$ cat config.mk
export PLATFORM = sky130hd
export DESIGN_NAME = mfw_fifo
export DESIGN_NICKNAME = d
export VERILOG_FILES = /design/src/design/mfw_fifo.sv
export SDC_FILE = /design/constraint.sdc
export NUM_CORES = 1
export LEC_CHECK = 0
export BUFFER_PORTS_ARGS = -buffer_cell sky130_fd_sc_hd__buf_2
export CAP_MARGIN = 10
export CORE_MARGIN = 1.5
export CORE_UTILIZATION = 55
export CTS_BUF_LIST = sky130_fd_sc_hd__clkbuf_8
export CTS_CLUSTER_SIZE = 8
export DETAILED_ROUTE_END_ITERATION = 6
export HOLD_SLACK_MARGIN = 0.1
export PLACE_DENSITY = 0.87
export SKIP_LAST_GASP = 1
export SYNTH_ARGS = -nofsm -noshare
export SYNTH_HDL_FRONTEND = slang
export SYNTH_SLANG_ARGS = --single-unit
$ cat constraint.sdc
create_clock -name clk_i -period 2.4 [get_ports clk_i]
set_input_delay 0.48 -clock clk_i [delete_from_list [all_inputs] [get_ports clk_i]]
set_output_delay 0.48 -clock clk_i [all_outputs]
set_load 0.02 [all_outputs]
$ cat src/design/mfw_fifo.sv
`timescale 1ns / 1ps
// ----------------------------------------------------------------------------
// mfw_fifo
// small register queue with occupancy count
// ----------------------------------------------------------------------------
module mfw_fifo #(
  parameter int WIDTH = 8,
  parameter int DEPTH = 4
) (
  input  logic                       clk_i,
  input  logic                       rst_ni,
  input  logic                       push_i,
  input  logic [WIDTH-1:0]           wdata_i,
  input  logic                       pop_i,
  output logic [WIDTH-1:0]           rdata_o,
  output logic                       empty_o,
  output logic [$clog2(DEPTH+1)-1:0] count_o
);

  localparam int PW = (DEPTH > 1) ? $clog2(DEPTH) : 1;
  localparam int CW = $clog2(DEPTH+1);

  logic [WIDTH-1:0] mem_q [DEPTH];
  logic [PW-1:0]    wp_q, wp_d, rp_q, rp_d;
  logic [CW-1:0]    cnt_q, cnt_d;
  logic             do_pop;

  assign do_pop = pop_i && (cnt_q != '0);

  always_comb begin
    wp_d  = wp_q;
    rp_d  = rp_q;
    cnt_d = cnt_q;
    if (push_i) begin
      wp_d = (wp_q == PW'(DEPTH-1)) ? '0 : wp_q + 1'b1;
    end
    if (do_pop) begin
      rp_d = (rp_q == PW'(DEPTH-1)) ? '0 : rp_q + 1'b1;
    end
    if (push_i && !do_pop) begin
      cnt_d = cnt_q + 1'b1;
    end else if (!push_i && do_pop) begin
      cnt_d = cnt_q - 1'b1;
    end
  end

  always_ff @(posedge clk_i or negedge rst_ni) begin
    if (!rst_ni) begin
      wp_q  <= '0;
      rp_q  <= '0;
      cnt_q <= '0;
    end else begin
      wp_q  <= wp_d;
      rp_q  <= rp_d;
      cnt_q <= cnt_d;
    end
  end

  always_ff @(posedge clk_i) begin
    if (push_i) begin
      mem_q[wp_q] <= wdata_i;
    end
  end

  assign rdata_o = mem_q[rp_q];
  assign empty_o = (cnt_q == '0);
  assign count_o = cnt_q;

  ap_no_overflow: assert property (@(posedge clk_i) disable iff (!rst_ni)
    push_i && !do_pop |-> cnt_q != CW'(DEPTH))
    else $error("queue written while full");

  ap_count_step: assert property (@(posedge clk_i) disable iff (!rst_ni)
    push_i && !do_pop |=> cnt_q == $past(cnt_q) + 1'b1)
    else $error("queue count lost a word");

  ap_ptr_gap: assert property (@(posedge clk_i) disable iff (!rst_ni)
    cnt_q == '0 |-> wp_q == rp_q)
    else $error("queue pointers disagree with empty count");

endmodule

==> metrics.txt <==
Num Clock Sinks 39; Setup Skew 4.34 ps; CP max-delay cell dfrtp_1; VDD IR-drop max 0.977 mV; Max Buffers Root-to-Sink 2; critical-path cell list o31ai_4, ha_1, inv_1, fa_1, xor2_1, nor2_1, xor2_1; syn_area_per_cell 20.3 sq um; min cycle time layout 2070 ps; internal power 1440 uW; DIE WIDTH 56.6 um; max frequency 484 MHz; gr usage total 17.0%; Largest delay share family, worst path adder cells; Buffers on Ports 23; Cell Pwr Density 1200 mW/mm^2; Via density 5.57; post-CTS resize count 0; synthesized instance count 78; CTS buffer count 5; placed cell count 131; DP Worst Slack 320 ps; Synth cell types 19; max cap viols 0; antenna-violating nets left 0; final weighted congestion in routability-driven placement 0.663; Rows 19; initial DRC count 16; CTS tree yes; busiest grt layer met2; unrepaired setup endpoints after global routing no; # DRC 0; initial antenna violation count 0; First-pass DRT Iterations 4; H-Tree Level Count 2; Most used DFF post-synth edfxtp_1; register share of total power 46.3%; first-pass GRT wire length 3.84 mm; met2 Track Usage GR 28.7%; CP Launch Type flop; vias 780; status finished, final reports clean; Net Count, Synth 97; WP buf/inv 1; met1 GRT Util 19.7%; CP Class flop to flop; Reg clk slew, reported paths 70 ps; Leakage 0.000699 uW; Routed WL per cell 16.6 um; Slowest Stage Delay on Critical Path 480 ps; area delta synth->final 15.1%; NetSw 740 uW; Root Buffer clkbuf_8; CP max FO 5; # setup viols final 0; Nets 127; vias in the first global route 828; sequential fraction of the synthesis area 71.8%; io pins 24; ANT cells 0; fin util 66.6%; hold_buf cts 1; Critical Path RT 2610 ps; Initial Utilization 57.8%; Critical Path End Type flop; Clock power frac 18.9%; largest net degree at the start of global routing 13; area of the core 0.00273 sq mm; Hold Crit Class input port to flop; Worst-Skew Late Latency 290 ps; total negative slack 0 ps; Post-DP HPWL 1.67 mm; crit share post-route 86.1%; final slew viol count 0; DRT Wirelength 2.33 mm; M3 GR Usage 5.07%; non-filler instance count after layout 140; grt total ovfl 0; Yosys warning total 0; Fin. Hold Viols 0; synthesized cell area 0.00158 sq mm; combinational cell fraction of total power 34.7%; number of synthesized register bits 39; most frequent CP cell xor2_1; number of synthesized flops with an enable pin 32; overall power 2180 uW; Die Footprint 0.00321 sq mm; Setup WS post-layout 335 ps; Async SR Flop Fraction 17.9%; Post-CTS Setup Bufs 0; layout cell share with drive strength beyond 1 40.4%; Sw Share 33.9%; Worst Tran Pin Value 443 ps; Die Height 56.6 um; relative slew slack 70.5%; CP Data Arrival Time 2280 ps
-- worst reg2reg max path: cells and delay by family (launching register included) --
kind / cells / cell delay [ps]
fa+ha+maj: 2 / 630
xor+xnor: 2 / 350
flops: 1 / 480
compound gates: 1 / 360
simple gates: 1 / 120
buf+inv: 1 / 60
-- cell families (layout without fill, tap and decap cells) --
| family | Yosys count | count (layout) | share of synthesized area, % |
|---|---|---|---|
| buf+inv | 5 | 36 | 1.74 |
| mux | 10 | 10 | 13.1 |
| fa+ha+maj | 7 | 7 | 6.01 |
| flops | 39 | 39 | 71.8 |
| compound gates | 4 | 4 | 2.53 |
| xor+xnor | 3 | 3 | 1.66 |
| simple gates | 10 | 10 | 3.16 |
-- per-layer routing --
metal	wire (um)	share of wire, %	vias to the layer above
li1	-	-	363
met1	900	39	395
met2	1290	56	17
met3	103	4.4	5
met4	31	1.3	0
met5	0	0	-
-- per-stage QoR --
stage / instance area [sq um] / hold WS [ps]
2_1_floorplan: 1580 / 184
3_3_place_gp: 1730 / 318
3_5_place_dp: 1730 / 322
4_1_cts: 1820 / 401
5_1_grt: 1820 / 397
6_report: 1820 / 408
-- area by class of cell --
| cell class | instances | area (sq um) |
|---|---|---|
| clock inverters | 3 | 15.0 |
| flip-flops and latches | 39 | 1140 |
| well taps | 31 | 38.8 |
| multi-input cells | 34 | 418 |
| inverters | 3 | 11.3 |
| fillers | 186 | 913 |
| clock buffers | 5 | 68.8 |
| repair buffers | 25 | 133 |
-- sequential cells by signal (all words and copies together), names as in the netlist --
signal and cells:
count_o 3, rp_q 2, wp_q 2, mem_q 32
-- worst paths after layout --
kind / startpoint / to / slack, ps / cells after the start
setup / recovery: count_o[0] / count_o[2] / 330 / 7
hold / removal: wdata_i[0] / mem_q[1][0] / 410 / 1
setup reg to reg: count_o[0] / count_o[2] / 330 / 7
hold reg to reg: count_o[2] / count_o[2] / 600 / 1
max in group asynchronous: rst_ni / count_o[1] / 1680 / 2
min in group asynchronous: rst_ni / rp_q[1] / 560 / 2
-- Yosys cell counts, drive strengths merged (2+ instances only) --
| library cell | number | area [sq um] |
|---|---|---|
| o21ai | 2 | 10.0 |
| nand2 | 2 | 7.51 |
| xor2 | 2 | 17.5 |
| mux2 | 2 | 26.3 |
| ha | 6 | 75.1 |
| and2 | 4 | 25.0 |
| dfrtp | 7 | 175 |
| nor3 | 2 | 10.0 |
| mux4 | 8 | 180 |
| inv | 3 | 11.3 |
| edfxtp | 32 | 961 |
| nor2 | 2 | 7.51 |
-- layout by cell type, fill, tap and decap left out --
cell type,n
edfxtp_1,32
buf_2,23
mux4_2,8
dfrtp_1,7
ha_1,6
clkbuf_8,5
and2_1,4
inv_1,3
clkinv_2,3
nor3_1,2
nor2_1,2
nand2_1,2
o21ai_0,2
xor2_1,2
o31ai_4,1
mux2_2,1
xnor2_1,1
a21o_2,1
mux2_4,1
fa_1,1
dlygate4sd3_1,1
buf_4,1
-- power by group through the flow --
stage	sequential (uW)	combinational (uW)	clock, uW
after floorplan	1010	562	0
after global placement	1010	741	0
after detailed placement	1030	771	0
after CTS	1010	776	420
after global routing	1030	833	449
final	1010	758	413
No activity file was read; power rests on OpenSTA's default activity.
