===== src/design/mfw_pkg.sv =====
`timescale 1ns / 1ps
// ----------------------------------------------------------------------------
// mfw_pkg
// shared types and constants of the streaming median filter
// ----------------------------------------------------------------------------
package mfw_pkg;

  localparam int PIX_W      = 8;
  localparam int CFG_W      = 11;
  localparam int ROW_W      = 10;
  localparam int ADDR_W     = 4;
  localparam int DATA_W     = 32;
  localparam int MIN_DIM    = 5;
  localparam int MAX_HEIGHT = 1024;

  localparam logic [CFG_W-1:0] WIDTH_RST  = 11'd512;
  localparam logic [CFG_W-1:0] HEIGHT_RST = 11'd512;
  localparam logic             MODE_RST   = 1'b0;

  typedef enum logic [1:0] {
    REG_WIDTH  = 2'd0,
    REG_HEIGHT = 2'd1,
    REG_MODE   = 2'd2
  } cfg_reg_e;

  // side info that travels with each window word
  typedef struct packed {
    logic mode;
    logic last;
  } item_ctrl_t;

endpackage


===== src/design/mfw_back.sv =====
`timescale 1ns / 1ps
// ----------------------------------------------------------------------------
// mfw_back
// two stage rank-count median over the queued window
// ----------------------------------------------------------------------------
module mfw_back #(
  parameter int MAX_RADIUS = 2,
  parameter int OUT_DEPTH  = 4
) (
  input  logic                                 clk_i,
  input  logic                                 rst_ni,
  input  logic                                 in_valid_i,
  input  logic [(2*MAX_RADIUS+1)*(2*MAX_RADIUS+1)*mfw_pkg::PIX_W-1:0] in_win_i,
  input  mfw_pkg::item_ctrl_t                  in_ctrl_i,
  output logic                                 take_o,
  input  logic [$clog2(OUT_DEPTH+1)-1:0]       out_count_i,
  output logic                                 out_push_o,
  output logic [mfw_pkg::PIX_W-1:0]            out_median_o,
  output logic                                 out_last_o
);

  localparam int SIDE  = 2*MAX_RADIUS+1;
  localparam int CELLS = SIDE*SIDE;
  localparam int PW    = mfw_pkg::PIX_W;
  localparam int NW    = $clog2(CELLS+1);
  localparam int OCW   = $clog2(OUT_DEPTH+1);
  localparam logic [NW-1:0] MID_SMALL = NW'(4);
  localparam logic [NW-1:0] MID_LARGE = NW'((CELLS)/2);

  logic [PW-1:0]    v [CELLS];
  logic [CELLS-1:0] incl;
  logic [CELLS-1:0] lt_d [CELLS];
  logic             big;

  logic             b1_valid_q;
  logic [PW-1:0]    b1_v_q [CELLS];
  logic [CELLS-1:0] b1_incl_q;
  logic [CELLS-1:0] b1_lt_q [CELLS];
  logic [NW-1:0]    b1_target_q;
  logic             b1_last_q;

  logic             b2_valid_q;
  logic [PW-1:0]    b2_med_q, b2_med_d;
  logic             b2_last_q;
  logic [OCW+1:0]   in_flight;

  // keep the output queue from overflowing with words still in the pipe
  assign in_flight = (OCW+2)'(out_count_i) + (OCW+2)'(b1_valid_q) + (OCW+2)'(b2_valid_q);
  assign take_o    = in_valid_i && (in_flight < (OCW+2)'(OUT_DEPTH));

  always_comb begin
    big = in_ctrl_i.mode && (MAX_RADIUS > 1);
    for (int i = 0; i < CELLS; i++) begin
      v[i] = in_win_i[i*PW +: PW];
      // 3x3 uses the bottom right corner of the window
      incl[i] = big || ((i / SIDE) >= SIDE-3 && (i % SIDE) >= SIDE-3);
    end
    // tie break by position gives every included cell a distinct rank
    for (int i = 0; i < CELLS; i++) begin
      for (int j = 0; j < CELLS; j++) begin
        lt_d[i][j] = incl[j] && ((v[j] < v[i]) || ((v[j] == v[i]) && (j < i)));
      end
    end
  end

  always_ff @(posedge clk_i or negedge rst_ni) begin
    if (!rst_ni) begin
      b1_valid_q <= 1'b0;
      b2_valid_q <= 1'b0;
    end else begin
      b1_valid_q <= take_o;
      b2_valid_q <= b1_valid_q;
    end
  end

  always_ff @(posedge clk_i) begin
    if (take_o) begin
      b1_v_q      <= v;
      b1_incl_q   <= incl;
      b1_lt_q     <= lt_d;
      b1_target_q <= big ? MID_LARGE : MID_SMALL;
      b1_last_q   <= in_ctrl_i.last;
    end
  end

  always_comb begin
    b2_med_d = '0;
    for (int i = 0; i < CELLS; i++) begin
      if (b1_incl_q[i] && (NW'($countones(b1_lt_q[i])) == b1_target_q)) begin
        b2_med_d = b2_med_d | b1_v_q[i];
      end
    end
  end

  always_ff @(posedge clk_i) begin
    if (b1_valid_q) begin
      b2_med_q  <= b2_med_d;
      b2_last_q <= b1_last_q;
    end
  end

  assign out_push_o   = b2_valid_q;
  assign out_median_o = b2_med_q;
  assign out_last_o   = b2_last_q;

endmodule


===== config.mk =====
export PLATFORM = sky130hd
export DESIGN_NAME = mfw_back
export DESIGN_NICKNAME = d
export VERILOG_FILES = /design/src/design/mfw_pkg.sv /design/src/design/mfw_back.sv
export SDC_FILE = /design/constraint.sdc
export NUM_CORES = 2
export LEC_CHECK = 0
export BUFFER_PORTS_ARGS = -buffer_cell sky130_fd_sc_hd__buf_2
export CAP_MARGIN = 20
export CORE_MARGIN = 3
export CORE_UTILIZATION = 25
export CTS_CLUSTER_DIAMETER = 120
export DETAILED_ROUTE_END_ITERATION = 12
export SYNTH_ARGS = -nofsm -noshare
export SYNTH_HDL_FRONTEND = slang
export SYNTH_SLANG_ARGS = --single-unit

===== constraint.sdc =====
create_clock -name clk_i -period 80.4 [get_ports clk_i]
set_clock_uncertainty 0.15 [all_clocks]
set_input_delay 16.08 -clock clk_i [delete_from_list [all_inputs] [get_ports clk_i]]
set_output_delay 16.08 -clock clk_i [all_outputs]
set_load 0.03 [all_outputs]

==> flow_metrics.tcl <==
set metrics [dict create \
    status "finished, final reports clean" \
    htreeDepth 3 \
    dp_hpwl_um 306500 \
    die_area_um2 397400 \
    drt-total-wl_um 440000 \
    yosysWarnings 0 \
    clk_pin_slew_ns 0.06 \
    area_growth_pct 12.78 \
    synth_fp_nets 12600 \
    finalWeightedCongestion 0.9828 \
    regArea_um2 24400 \
    drv_cap 0 \
    slew_violations 0 \
    cts_buffer_depth 3 \
    synth_edf_count 811 \
    period_needed_ns 33.74 \
    slew_headroom_pct 16.07 \
    core_um2 386800 \
    yosys.cell_types.count 56 \
    cts-root-buf "clkbuf_16" \
    viasPerCell 5.403 \
    remaining_drc_errors 0 \
    cts_resized 0 \
    grt_max_degree 168 \
    clock_latency_ns 0.82 \
    io_pins 219 \
    grt_overflow 0 \
    nets 13080 \
    power_density_nw_per_um2 23.14 \
    syn_avg_cell_area_um2 10.73 \
    synthFlopType "edfxtp_1" \
    finalHoldViolCount 0 \
    rows 228 \
    cp_max_fo 10 \
    die_height_um 630.4 \
    multi_input_area_um2 69580 \
    yosys_register_bits 813 \
    syn_inst 9081 \
    fillers 40360 \
    grt_pass1_wl_um 597700 \
    setup_violations 0 \
    antenna_found_initial 126 \
    cts_tree "built" \
    grt_pass1_vias 74950 \
    clock.fmax_ghz 0.02964 \
    avgRoutedWirePerCell_um 29.65 \
    floorplan.initialDensity_pct 25.19 \
    hold_depth 0 \
    syn_area_um2 97460 \
    hp-class "reg -> reg" \
    crit_type "in -> out" \
    rrSetupSlack_ns 73.11 \
    p_leak_nw 52.07 \
    worstPathRequired_ns 64.17 \
    place_inst 14630 \
    finalCritPeriodShare_pct 41.96 \
    die_w_um 630.4 \
    place_ws_ns 46.67 \
    antenna_left 0 \
    vias 80190 \
    synth-seq-area-share_pct 25.04 \
    reg2reg_depth 20 \
    drt_first_pass_iters 9 \
    hold_start "b1_last_q$_DFFE_PP_" \
    cts_hold_buf 0 \
    cts_setup_buffers 0 \
    cts_sinks 813 \
    final_core_util_pct 28.41 \
    drive_above_1_share_pct 6.743 \
    setup.worst_path.end_class "output pin" \
    cp.arrival_ns 17.51 \
    reg2reg_from "b1_lt_q[35]$_DFFE_PP_" \
    fin_tns_setup_ns 0 \
    drt_iter0_drc 10480 \
    start_kind "input port" \
    synthArstFlopShare_pct 0.2460 \
    worst_slack_ns 46.66 \
    grtUsageTotal_pct 21.52 \
    max-vdd-ir-drop_mv 0.02892 \
    rsz0062_at_grt "no" \
    stdcell_count 14840 \
    hold_end "out_last_o$_DFFE_PP_" \
    r2r_end "out_median_o[0]$_DFFE_PP_" \
    numCtsBuffers 101 \
    io_buffer_count 218 \
    worst_pin_slew_ns 1.258 \
]
-- sequential cells by signal, summed over array words and instances (netlist names) --
name / cells
out_median_o: 8
b1_target_q: 1
b1_lt_q: 600
b1_valid_q: 1
b1_last_q: 1
b1_v_q: 200
out_last_o: 1
out_push_o: 1
-- logic make-up after synthesis --
group           after synthesis  share of synthesized area (%)
simple gates               1781                          10.65
buf+inv                     921                          3.586
compound gates             2215                          14.16
fa+ha+maj                  3310                          46.12
xor+xnor                     41                         0.4416
flops                       813                          25.04
-- power by group --
group          leakage, nW  total, mW  switching [mW]  internal (mW)
registers             7.63      0.529          0.0151          0.514
logic                 42.8       1.53           0.945          0.589
clock network         1.63      0.480           0.207          0.273
-- worst max-delay path by stage --
stage	endpoint	depth (start not counted)	slack, ns	from
3_3_place_gp	take_o	6	46.66	out_count_i[0]
4_1_cts	take_o	6	46.67	out_count_i[0]
5_1_grt	take_o	6	46.62	out_count_i[0]
6_report	take_o	6	46.66	out_count_i[0]
2_1_floorplan	take_o	3	8.82	out_count_i[0]
3_5_place_dp	take_o	6	46.67	out_count_i[0]
-- stage by stage --
step                power, mW  area [um2]  hold WS, ns
detailed placement      2.017      106400       0.2642
global route            2.715      109900       0.3009
floorplan               1.532       97460       0.2503
CTS                     2.502      109800       0.2781
global placement        1.988      106400       0.2553
finish                  2.544      109900       0.2793
-- Yosys cell counts (all sizes together), types with 29 or more instances --
library cell | n | area (um2)
and3 | 29 | 186.4
nor2 | 307 | 1152
nand2b | 305 | 1908
and2 | 126 | 788.3
a21o | 602 | 4519
nor2b | 300 | 1877
ha | 2839 | 35520
inv | 873 | 3277
fa | 471 | 9429
edfxtp | 811 | 24350
a21oi | 605 | 3035
nand3 | 44 | 220.2
nand4 | 579 | 3622
o21a | 248 | 1862
clkbuf | 39 | 146.4
or2 | 33 | 206.5
o21ai | 607 | 3038
a211oi | 53 | 397.9
-- worst max-delay path, stage by stage --
cell	delay, ns
buf_2	0.10
ha_1	0.27
a21o_1	0.19
a21oi_4	0.14
buf_4	0.42
buf_2	0.30
-- cells in the final DEF, fill, tap and decap left out, types with 202 or more instances in the layout --
cell type	n
a21o_1	602
a21oi_1	601
buf_2	217
buf_4	202
edfxtp_1	811
fa_1	471
ha_1	2839
inv_1	846
nand2b_1	305
nand4_1	579
nor2_1	307
nor2b_1	300
o21a_1	248
o21ai_0	605
-- layout make-up --
class	instances	area share (%)
tap	5175	5.891
antenna	28	0.06375
clock buffer	118	2.377
multi-input combinational	7347	63.31
clock inverter	65	0.7138
timing repair buffer	423	2.454
inverter	873	2.988
sequential	813	22.20
-- layer usage --
layer  wire length, um  global-route usage [%]
met5               297                       0
met1            170300                   27.60
met4             31440                   12.47
met3             55550                   6.347
met2            182400                   31.94
Power figures use the tool's default switching activity.
